### config.mk
export PLATFORM = sky130hd
export DESIGN_NAME = modular_exponentiation_top
export DESIGN_NICKNAME = d
export VERILOG_FILES = /design/src/mexp_pkg.sv /design/src/mexp_mulstep.sv /design/src/modular_exponentiation_top.sv
export SDC_FILE = /design/constraint.sdc
export NUM_CORES = 1
export LEC_CHECK = 0
export BUFFER_PORTS_ARGS = -buffer_cell sky130_fd_sc_hd__clkbuf_2
export CAP_MARGIN = 20
export CORE_ASPECT_RATIO = 0.9
export CORE_MARGIN = 2
export CORE_UTILIZATION = 60
export CTS_CLUSTER_DIAMETER = 100
export DETAILED_ROUTE_END_ITERATION = 8
export PLACE_DENSITY = 0.87
export SETUP_SLACK_MARGIN = 0.4
export SKIP_LAST_GASP = 1
export SLEW_MARGIN = 20
export SYNTH_ARGS = -nofsm -noshare
export SYNTH_HDL_FRONTEND = slang
export SYNTH_SLANG_ARGS = --single-unit
### constraint.sdc
create_clock -name clk_i -period 8.95 [get_ports clk_i]
set_input_delay 2.2375 -clock clk_i [delete_from_list [all_inputs] [get_ports clk_i]]
set_output_delay 2.2375 -clock clk_i [all_outputs]
set_load 0.05 [all_outputs]
### src/mexp_pkg.sv
package mexp_pkg;

  // control for one step of the shared modular multiply unit
  typedef struct packed {
    logic mod_zero;  // modulus of zero: plain wrap-around arithmetic
    logic add_en;    // current multiplier bit is set
  } mexp_step_t;

endpackage

### src/mexp_mulstep.sv
module mexp_mulstep #(
  parameter int MOD_WIDTH = 32
) (
  input  logic [MOD_WIDTH-1:0] rem_i,
  input  logic [MOD_WIDTH-1:0] addend_i,
  input  logic [MOD_WIDTH-1:0] modulus_i,
  input  mexp_pkg::mexp_step_t ctrl_i,
  output logic [MOD_WIDTH-1:0] rem_o
);
  import mexp_pkg::*;

  logic [MOD_WIDTH:0]   dbl;
  logic [MOD_WIDTH:0]   dbl_red;
  logic [MOD_WIDTH-1:0] rem_dbl;
  logic [MOD_WIDTH:0]   sum;
  logic [MOD_WIDTH:0]   sum_red;
  logic [MOD_WIDTH:0]   mod_ext;

  // interleaved multiply: rem = 2*rem + bit*addend, kept below a nonzero modulus
  always_comb begin
    mod_ext = {1'b0, modulus_i};
    dbl     = {rem_i, 1'b0};
    dbl_red = dbl;
    if (!ctrl_i.mod_zero && dbl >= mod_ext) begin
      dbl_red = dbl - mod_ext;
    end
    rem_dbl = dbl_red[MOD_WIDTH-1:0];
    sum     = {1'b0, rem_dbl};
    if (ctrl_i.add_en) begin
      sum = {1'b0, rem_dbl} + {1'b0, addend_i};
    end
    sum_red = sum;
    if (!ctrl_i.mod_zero && sum >= mod_ext) begin
      sum_red = sum - mod_ext;
    end
    rem_o = sum_red[MOD_WIDTH-1:0];
  end

endmodule

### src/modular_exponentiation_top.sv
// modular exponentiation, right-to-left square and multiply
// command channel: base_value_i, exponent_i and modulus_i are taken at a
// rising edge with start_i high and busy_o low; busy_o stays high until the
// result is out, and no new transaction is taken meanwhile
// result channel: power_result_o is shown for exactly one cycle with valid_o
// high; the receiver cannot stall, so valid_o is never held (power_result_o keeps its value)
// all modular products go through one shared shift-add-reduce unit that
// handles one multiplier bit per cycle
// sequence: the base is first reduced, then each decision step either ends
// the run, or runs a multiply (for a set exponent bit) followed by a square,
// or a square alone; squares run for every exponent bit up to the highest
// set one, and an exponent of zero ends the run after the base reduction
// reset (rst_ni low) returns the sequencer to idle and drops valid_o
module modular_exponentiation_top #(
  parameter int MOD_WIDTH = 32,
  parameter int EXP_WIDTH = 64
) (
  input  logic        clk_i,
  input  logic        rst_ni,
  input  logic        start_i,
  output logic        busy_o,
  input  logic [31:0] base_value_i,
  input  logic [63:0] exponent_i,
  input  logic [31:0] modulus_i,
  output logic        valid_o,
  output logic [31:0] power_result_o
);
  import mexp_pkg::*;

  localparam int CntW = (MOD_WIDTH > 1) ? $clog2(MOD_WIDTH) : 1;

  typedef enum logic [2:0] {
    StIdle,
    StReduce,
    StDecide,
    StMul,
    StSqr
  } state_e;

  state_e               state_q;
  logic [MOD_WIDTH-1:0] pw_q;
  logic [MOD_WIDTH-1:0] acc_q;
  logic [EXP_WIDTH-1:0] exp_q;
  logic [MOD_WIDTH-1:0] mod_q;
  logic [MOD_WIDTH-1:0] rem_q;
  logic [MOD_WIDTH-1:0] addend_q;
  logic [MOD_WIDTH-1:0] mult_q;
  logic [CntW-1:0]      cnt_q;
  logic                 valid_q;
  logic [31:0]          result_q;

  logic [MOD_WIDTH-1:0] rem_d;
  logic [MOD_WIDTH-1:0] mod_in;
  mexp_step_t           step;

  assign mod_in        = modulus_i[MOD_WIDTH-1:0];
  assign step.mod_zero = (mod_q == '0);
  assign step.add_en   = mult_q[MOD_WIDTH-1];

  mexp_mulstep #(
    .MOD_WIDTH(MOD_WIDTH)
  ) u_mulstep (
    .rem_i    (rem_q),
    .addend_i (addend_q),
    .modulus_i(mod_q),
    .ctrl_i   (step),
    .rem_o    (rem_d)
  );

  always_ff @(posedge clk_i or negedge rst_ni) begin
    if (!rst_ni) begin
      state_q  <= StIdle;
      valid_q  <= 1'b0;
      cnt_q    <= '0;
      pw_q     <= '0;
      acc_q    <= '0;
      exp_q    <= '0;
      mod_q    <= '0;
      rem_q    <= '0;
      addend_q <= '0;
      mult_q   <= '0;
      result_q <= '0;
    end else begin
      valid_q <= 1'b0;
      case (state_q)
        StIdle: begin
          if (start_i) begin
            exp_q    <= exponent_i[EXP_WIDTH-1:0];
            mod_q    <= mod_in;
            acc_q    <= MOD_WIDTH'(1);
            rem_q    <= '0;
            // base reduction as 1 * base; the addend must stay below the modulus
            addend_q <= (mod_in == MOD_WIDTH'(1)) ? '0 : MOD_WIDTH'(1);
            mult_q   <= base_value_i[MOD_WIDTH-1:0];
            cnt_q    <= CntW'(MOD_WIDTH - 1);
            state_q  <= StReduce;
          end
        end
        StReduce, StMul, StSqr: begin
          rem_q  <= rem_d;
          mult_q <= {mult_q[MOD_WIDTH-2:0], 1'b0};
          cnt_q  <= cnt_q - CntW'(1);
          if (cnt_q == '0) begin
            rem_q <= '0;
            cnt_q <= CntW'(MOD_WIDTH - 1);
            if (state_q == StMul) begin
              acc_q    <= rem_d;
              addend_q <= pw_q;
              mult_q   <= pw_q;
              state_q  <= StSqr;
            end else begin
              pw_q    <= rem_d;
              state_q <= StDecide;
              if (state_q == StSqr) begin
                exp_q <= exp_q >> 1;
              end
            end
          end
        end
        StDecide: begin
          rem_q    <= '0;
          cnt_q    <= CntW'(MOD_WIDTH - 1);
          addend_q <= pw_q;
          if (exp_q == '0) begin
            result_q <= 32'(acc_q);
            valid_q  <= 1'b1;
            state_q  <= StIdle;
          end else if (exp_q[0]) begin
            mult_q  <= acc_q;
            state_q <= StMul;
          end else begin
            mult_q  <= pw_q;
            state_q <= StSqr;
          end
        end
        default: begin
          state_q <= StIdle;
        end
      endcase
    end
  end

  assign busy_o         = (state_q != StIdle);
  assign valid_o        = valid_q;
  assign power_result_o = result_q;

endmodule

* Word-level counts from Yosys, hierarchy flattened
Cells that the tools add are included.
Cells by class: $add $sub $neg 4, $mul 0, div/mod/pow operators 0, order comparisons 2, equality and inequality tests 11, shift-type cells 0, multiplexer cells 37, bitwise logic cells 1, reductions and logical operators 20
Operator list (count):
- $mux W32 | 15
- $pmux W32 S3 | 3
- $mux W64 | 4
- $pmux W64 S2 | 1
- $ge A33 B32 Y1 | 2
- $logic_not A64 Y1 | 1
- $pmux W32 S2 | 1
- $sub A32 B32 Y32 | 2
- $add A32 B32 Y33 | 1
- $mux W33 | 1
- $eq A32 B1 Y1 const B | 1
- $logic_not A32 Y1 | 1
- $mux W3 | 5
- $pmux W5 S3 | 1
- $ne A2 B2 Y1 const B | 6
- $mux W5 | 2
- $pmux W3 S3 | 1
- $reduce_and A2 Y1 | 4
- $reduce_and A4 Y1 | 2
- $eq A3 B2 Y1 const B | 2
- $reduce_and A3 Y1 | 2
- $reduce_bool A3 Y1 | 2
- $logic_not A5 Y1 | 1
- $reduce_and A5 Y1 | 1
- 10 further kinds | 13
Storage, ports and cells: flip-flop bits (word level) 297, bits in latches 0, RAM bits 0, bits in read-only memories 0, output and inout bits 34, memories 0

* Logic depth before layout (Yosys ltp)
depth in word-level cells 12, mapped depth 38, mapped depth without buffers 33

* Cells and area by module
Synthesis repeated with hierarchy kept, for this count alone.
Second synthesis, totals: cell total of the unflattened synthesis 2017, area total of the unflattened synthesis 18948.2 sq um
Modules (own cells, without submodules):
- modular_exponentiation_top | instances 1, cells each 1175, area an instance 12894.9 sq um
- mexp_mulstep | instances 1, cells each 842, area an instance 6053.3 sq um

* Least setup slack after synthesis
OpenSTA, ideal clock, no wires.
path type reg-to-reg, from register mod_q[18], to register pw_q[18], library setup time 125 ps, arrival 6980 ps, required time 8825 ps, path slack 1845 ps, stages on the path, launching flop included 38, buffers on the path 6, cells stage by stage dfrtp_1 -> inv_1 -> ha_1 -> buf_2 -> nand4_1 -> nor4_1 -> inv_1 -> o21ai_2 -> o21ai_4 -> and2_1 -> buf_4 -> buf_4 -> clkbuf_1 -> nor2_1 -> ha_1 -> inv_1 -> fa_1 -> nand2b_1 -> [2 not listed] -> o22ai_1 -> a21boi_1 -> o41ai_1 -> xnor2_1 -> mux2_2 -> ha_1 -> clkbuf_1 -> a21o_1 -> a21o_1 -> a21oi_1 -> o21bai_1 -> a211o_1 -> a211oi_2 -> a31oi_4 -> buf_6 -> nand3_1 -> o21ai_0 -> mux2_2
Between the ends: cells in the longest elaborated chain, start to end 9
RTL lines:
- from (decl) | line modular_exponentiation_top.sv:44 | logic [MOD_WIDTH-1:0] mod_q;
- from (signal assigned) | line modular_exponentiation_top.sv:89 | mod_q <= mod_in;
- parallel branches: the longest is 8 deep, another holds $ge A33 B32 Y1
- $mux W32 (*) | line mexp_mulstep.sv:33 | if (!ctrl_i.mod_zero && sum >= mod_ext) begin
- to (signal assigned) | line modular_exponentiation_top.sv:112 | pw_q <= rem_d;
- to (decl) | line modular_exponentiation_top.sv:41 | logic [MOD_WIDTH-1:0] pw_q;
Every way passes the cells marked *. A chain may end at the register's enable or synchronous reset.

* Worst setup path in the final report
from register mod_q[7], to register acc_q[25]
Between the ends: cells in the longest elaborated chain, start to end 12
RTL lines:
- parallel branches: the longest is 8 deep, another holds $ge A33 B32 Y1
- $mux W32 (*) | line mexp_mulstep.sv:33
- $mux W32 (*) | line modular_exponentiation_top.sv:106 | if (state_q == StMul) begin
- $mux W32 (*) | line modular_exponentiation_top.sv:103 | if (cnt_q == '0) begin
- $pmux W32 S2 (*) | line modular_exponentiation_top.sv:85 | case (state_q)
- to (signal assigned) | line modular_exponentiation_top.sv:107 | acc_q <= rem_d;
- to (decl) | line modular_exponentiation_top.sv:42 | logic [MOD_WIDTH-1:0] acc_q;
Every way passes the cells marked *. The select of a mux whose other input is x is not followed.

==> report_table.html <==
<table>
<tr><th>Metric</th><th>Value</th></tr>
<tr><th colspan="2">Critical path</th></tr>
<tr><td>Arrival time worst endpoint</td><td>8.49 ns</td></tr>
<tr><td>Worst setup EP type</td><td>flip-flop</td></tr>
<tr><td>Library cell appearing most often on the critical path</td><td>sky130_fd_sc_hd__buf_4</td></tr>
<tr><td>Critical path launch point</td><td>mod_q[7]$_DFFE_PN0P_</td></tr>
<tr><td>CP max stage delay</td><td>0.43 ns</td></tr>
<tr><td>Critical Path Fanout Max</td><td>14</td></tr>
<tr><td>Critical setup path kind</td><td>reg -&gt; reg</td></tr>
<tr><td>R2r startpoint</td><td>mod_q[7]$_DFFE_PN0P_</td></tr>
<tr><td>Setup slack of the most critical reg-to-reg path</td><td>0.83 ns</td></tr>
<tr><td>Slowest CP cell</td><td>sky130_fd_sc_hd__ha_2</td></tr>
<tr><td>Worst EP required</td><td>9.32 ns</td></tr>
<tr><td>Critical Path Source Type</td><td>flip-flop</td></tr>
<tr><th colspan="2">Die</th></tr>
<tr><td>Total Die Area</td><td>34590 sq um</td></tr>
<tr><td>Die Wd</td><td>195.8 um</td></tr>
<tr><td>Vert. Die Dim</td><td>176.6 um</td></tr>
<tr><td>Number of rows created at floorplan</td><td>63</td></tr>
<tr><td>Initial standard-cell utilization of the core</td><td>0.6059</td></tr>
<tr><td>I/O pin count</td><td>165</td></tr>
<tr><td>Core footprint</td><td>32790 sq um</td></tr>
<tr><th colspan="2">Yosys</th></tr>
<tr><td>Post-Synthesis Net Count</td><td>2618</td></tr>
<tr><td>Part of the Yosys area used for sequential elements</td><td>0.3741</td></tr>
<tr><td>Most frequent cell after synthesis</td><td>sky130_fd_sc_hd__nand2_1</td></tr>
<tr><td>Cell types with the largest area share after synthesis</td><td>sky130_fd_sc_hd__dfrtp_1 (37%), sky130_fd_sc_hd__nand2_1 (7.7%), sky130_fd_sc_hd__ha_1 (6.1%)</td></tr>
<tr><td>Top-area cell type share of the netlist area</td><td>0.3741</td></tr>
<tr><td>Count of cell types in the netlist</td><td>82</td></tr>
<tr><td>Most used DFF post-synth</td><td>sky130_fd_sc_hd__dfrtp_1</td></tr>
<tr><td>Post-synthesis area per instance</td><td>8.324 sq um</td></tr>
<tr><td>Cell types with the highest counts after synthesis</td><td>sky130_fd_sc_hd__nand2_1 (410), sky130_fd_sc_hd__dfrtp_1 (297), sky130_fd_sc_hd__a21oi_1 (230), sky130_fd_sc_hd__nor2_1 (220), sky130_fd_sc_hd__o21ai_0 (170)</td></tr>
<tr><td>Syn Inst Count</td><td>2387</td></tr>
<tr><td>Post-synthesis instance area</td><td>19870 sq um</td></tr>
<tr><td>Flip-flop and latch count after synthesis</td><td>297</td></tr>
<tr><td>Most area-hungry cell type in the Yosys netlist</td><td>sky130_fd_sc_hd__dfrtp_1</td></tr>
<tr><td>Ys Warns</td><td>0</td></tr>
<tr><td>Async SR Flop Fraction</td><td>1.000</td></tr>
<tr><td>Number of flops mapped to enable cells by yosys</td><td>0</td></tr>
<tr><th colspan="2">Worst hold path</th></tr>
<tr><td>Min-delay worst type</td><td>reg -&gt; reg</td></tr>
<tr><td>Hold Startpoint</td><td>power_result_o[15]$_DFFE_PN0P_</td></tr>
<tr><th colspan="2">Global routing</th></tr>
<tr><td>Total routing resource utilization after global routing</td><td>0.3667</td></tr>
<tr><td>Antenna violations before repair</td><td>0</td></tr>
<tr><td>Maximum number of pins on one net before global-route repair</td><td>177</td></tr>
<tr><td>Wire length of the first global-routing pass</td><td>99640 um</td></tr>
<tr><td>Overall overflow remaining after global route</td><td>0</td></tr>
<tr><td>Number of global-route vias before repair</td><td>18020</td></tr>
<tr><th colspan="2">Clocking</th></tr>
<tr><td>Clock transition at the registers of the reported paths</td><td>0.06 ns</td></tr>
<tr><td>Htree depth</td><td>2</td></tr>
<tr><td>Clock Tree Root</td><td>sky130_fd_sc_hd__clkbuf_16</td></tr>
<tr><td>TritonCTS Sinks</td><td>297</td></tr>
<tr><td>Latest clock arrival within the worst-skew pair</td><td>0.54 ns</td></tr>
<tr><td>Max clock buf depth</td><td>3</td></tr>
<tr><td>Number of buffers created by CTS</td><td>34</td></tr>
<tr><td>CTS tree</td><td>yes</td></tr>
<tr><th colspan="2">Timing</th></tr>
<tr><td>F_max</td><td>0.1232 GHz</td></tr>
<tr><td>Fraction of the cycle the final worst path needs</td><td>0.9069</td></tr>
<tr><td>Hold violation total from the final report</td><td>0</td></tr>
<tr><td>Count of final max-slew check failures</td><td>0</td></tr>
<tr><td>Unrepaired setup endpoints after global routing</td><td>no</td></tr>
<tr><td>Worst slew pin tran</td><td>1.077 ns</td></tr>
<tr><td>Max Clock Skew</td><td>0.02114 ns</td></tr>
<tr><td>Final min period</td><td>8.117 ns</td></tr>
<tr><td>Post-route setup TNS</td><td>0 ns</td></tr>
<tr><td>Setup violation total in the final timing report</td><td>0</td></tr>
<tr><td>Relative slew slack</td><td>0.2792</td></tr>
<tr><th colspan="2">Placement</th></tr>
<tr><td>Detailed-placement wirelength estimate</td><td>46260 um</td></tr>
<tr><td>Total instance count after detailed placement</td><td>2862</td></tr>
<tr><td>Cell area reported after detailed placement</td><td>20920 sq um</td></tr>
<tr><td>Port bufs</td><td>164</td></tr>
<tr><td>Gpl congestion</td><td>0.9929</td></tr>
<tr><th colspan="2">Route</th></tr>
<tr><td>Average routed wire per standard cell</td><td>21.66 um</td></tr>
<tr><td>Total wire length</td><td>63410 um</td></tr>
<tr><td>Count of unresolved DRC violations after routing</td><td>0</td></tr>
<tr><td>Count of vias placed by the detailed router</td><td>18830</td></tr>
<tr><td>Average vias per placed instance</td><td>6.434</td></tr>
<tr><td>Number of search-and-repair iterations in the first detailed-routing pass</td><td>6</td></tr>
<tr><td>DRC marker count from the first detailed-route iteration</td><td>1707</td></tr>
<tr><td>Post-route ant nets</td><td>0</td></tr>
<tr><th colspan="2">Layout</th></tr>
<tr><td>Non-Filler Cell Area, Final</td><td>22130 sq um</td></tr>
<tr><td>Count of nets after finishing</td><td>2711</td></tr>
<tr><td>Non-filler cells in the finished layout</td><td>2927</td></tr>
<tr><td>Antenna cell count</td><td>0</td></tr>
<tr><td>Ratio of cells with drive above 1 in the final layout</td><td>0.1409</td></tr>
<tr><td>Area Growth Syn to Fin</td><td>11.35%</td></tr>
<tr><td>Fill cell instance count of the final layout</td><td>2620</td></tr>
<tr><th colspan="2">Run status</th></tr>
<tr><td>Result of the run</td><td>complete, no violations</td></tr>
<tr><th colspan="2">Flow run</th></tr>
<tr><td>Reported max-cap violation count</td><td>0</td></tr>
</table>
metrics by stage:
step | hold WS, ns | utilization | setup slack, ns
after CTS | 0.4784 | 0.6716 | 0.6596
final | 0.4799 | 0.6747 | 0.8331
after global routing | 0.4992 | 0.6747 | 0.4195
after floorplan | 0.4523 | - | 1.845
after global placement | 0.4573 | 0.6378 | 0.7731
after detailed placement | 0.4640 | 0.6380 | 0.6887
placed cells by master, fill, tap and decap left out, types with 56 or more instances in the layout:
master	instances
sky130_fd_sc_hd__nor2_1	218
sky130_fd_sc_hd__ha_1	96
sky130_fd_sc_hd__a21oi_1	229
sky130_fd_sc_hd__nand2_1	410
sky130_fd_sc_hd__o21ai_0	167
sky130_fd_sc_hd__mux2i_1	111
sky130_fd_sc_hd__inv_1	75
sky130_fd_sc_hd__mux2_2	56
sky130_fd_sc_hd__nand3_1	58
sky130_fd_sc_hd__clkbuf_2	163
sky130_fd_sc_hd__dfrtp_1	296
cells by family (layout without fill, tap and decap cells):
family,Yosys count,in the layout,synth area share
XOR/XNOR,79,79,0.03482
AO/OA/AOI/OAI,668,668,0.2072
buffers and inverters,216,334,0.04364
flip-flops,297,297,0.3741
multiplexers,170,170,0.08942
adder cells (fa/ha/maj),100,100,0.06411
AND/OR/NAND/NOR,857,857,0.1868
registers in the layout (all words and copies together) (netlist names), 5 cells and up:
| signal | count |
|---|---|
| acc_q | 32 |
| mult_q | 32 |
| exp_q | 64 |
| power_result_o | 32 |
| cnt_q | 5 |
| mod_q | 32 |
| addend_q | 32 |
| pw_q | 32 |
| rem_q | 32 |
routing by layer:
metal	share of wire	up-vias	GRT usage
li1	-	8670	-
met1	0.41	9099	0.4771
met3	0.072	195	0.05888
met2	0.47	868	0.6148
met4	0.045	0	0.1496
met5	0	-	0
final timing paths:
| kind | endpoint | cells past startpoint |
|---|---|---|
| max in group asynchronous | exp_q[0]$_DFFE_PN0P_ | 2 |
| hold / removal | power_result_o[15]$_DFFE_PN0P_ | 2 |
| hold reg to reg | power_result_o[15]$_DFFE_PN0P_ | 2 |
| setup reg to reg | acc_q[25]$_DFFE_PN0P_ | 33 |
| min in group asynchronous | mod_q[3]$_DFFE_PN0P_ | 1 |
| setup / recovery | acc_q[25]$_DFFE_PN0P_ | 33 |
cell type report:
type / instances / area [sq um] / share of cell area
flip-flops and latches: 297 / 7433 / 0.3360
clock inverters: 11 / 110.1 / 0.004977
repair buffers: 197 / 1095 / 0.04948
clock buffers: 50 / 991.0 / 0.04479
well taps: 422 / 528.0 / 0.02386
inverters: 76 / 285.3 / 0.01289
multi-input cells: 1874 / 11680 / 0.5280
critical path: cells and delay by family (launching register included):
kind	cells	cell delay [ns]
AOI/OAI and AO/OA	15	3.25
xor gates and xnor gates	1	0.10
adders and majority gates	4	1.44
buffers and inverters	5	0.74
DFF	1	0.42
muxes	2	0.70
and+or+nand+nor	6	1.27
what timing repair did:
action,CTS,global route
hold buffers,0,0
endpoints found under the hold margin,0,0
resized for setup,0,14
setup endpoints to repair,0,81
setup buffers,0,4
Power is not shown: default switching activity piles up to over one toggle a cycle in this logic, so the estimate is an artifact.
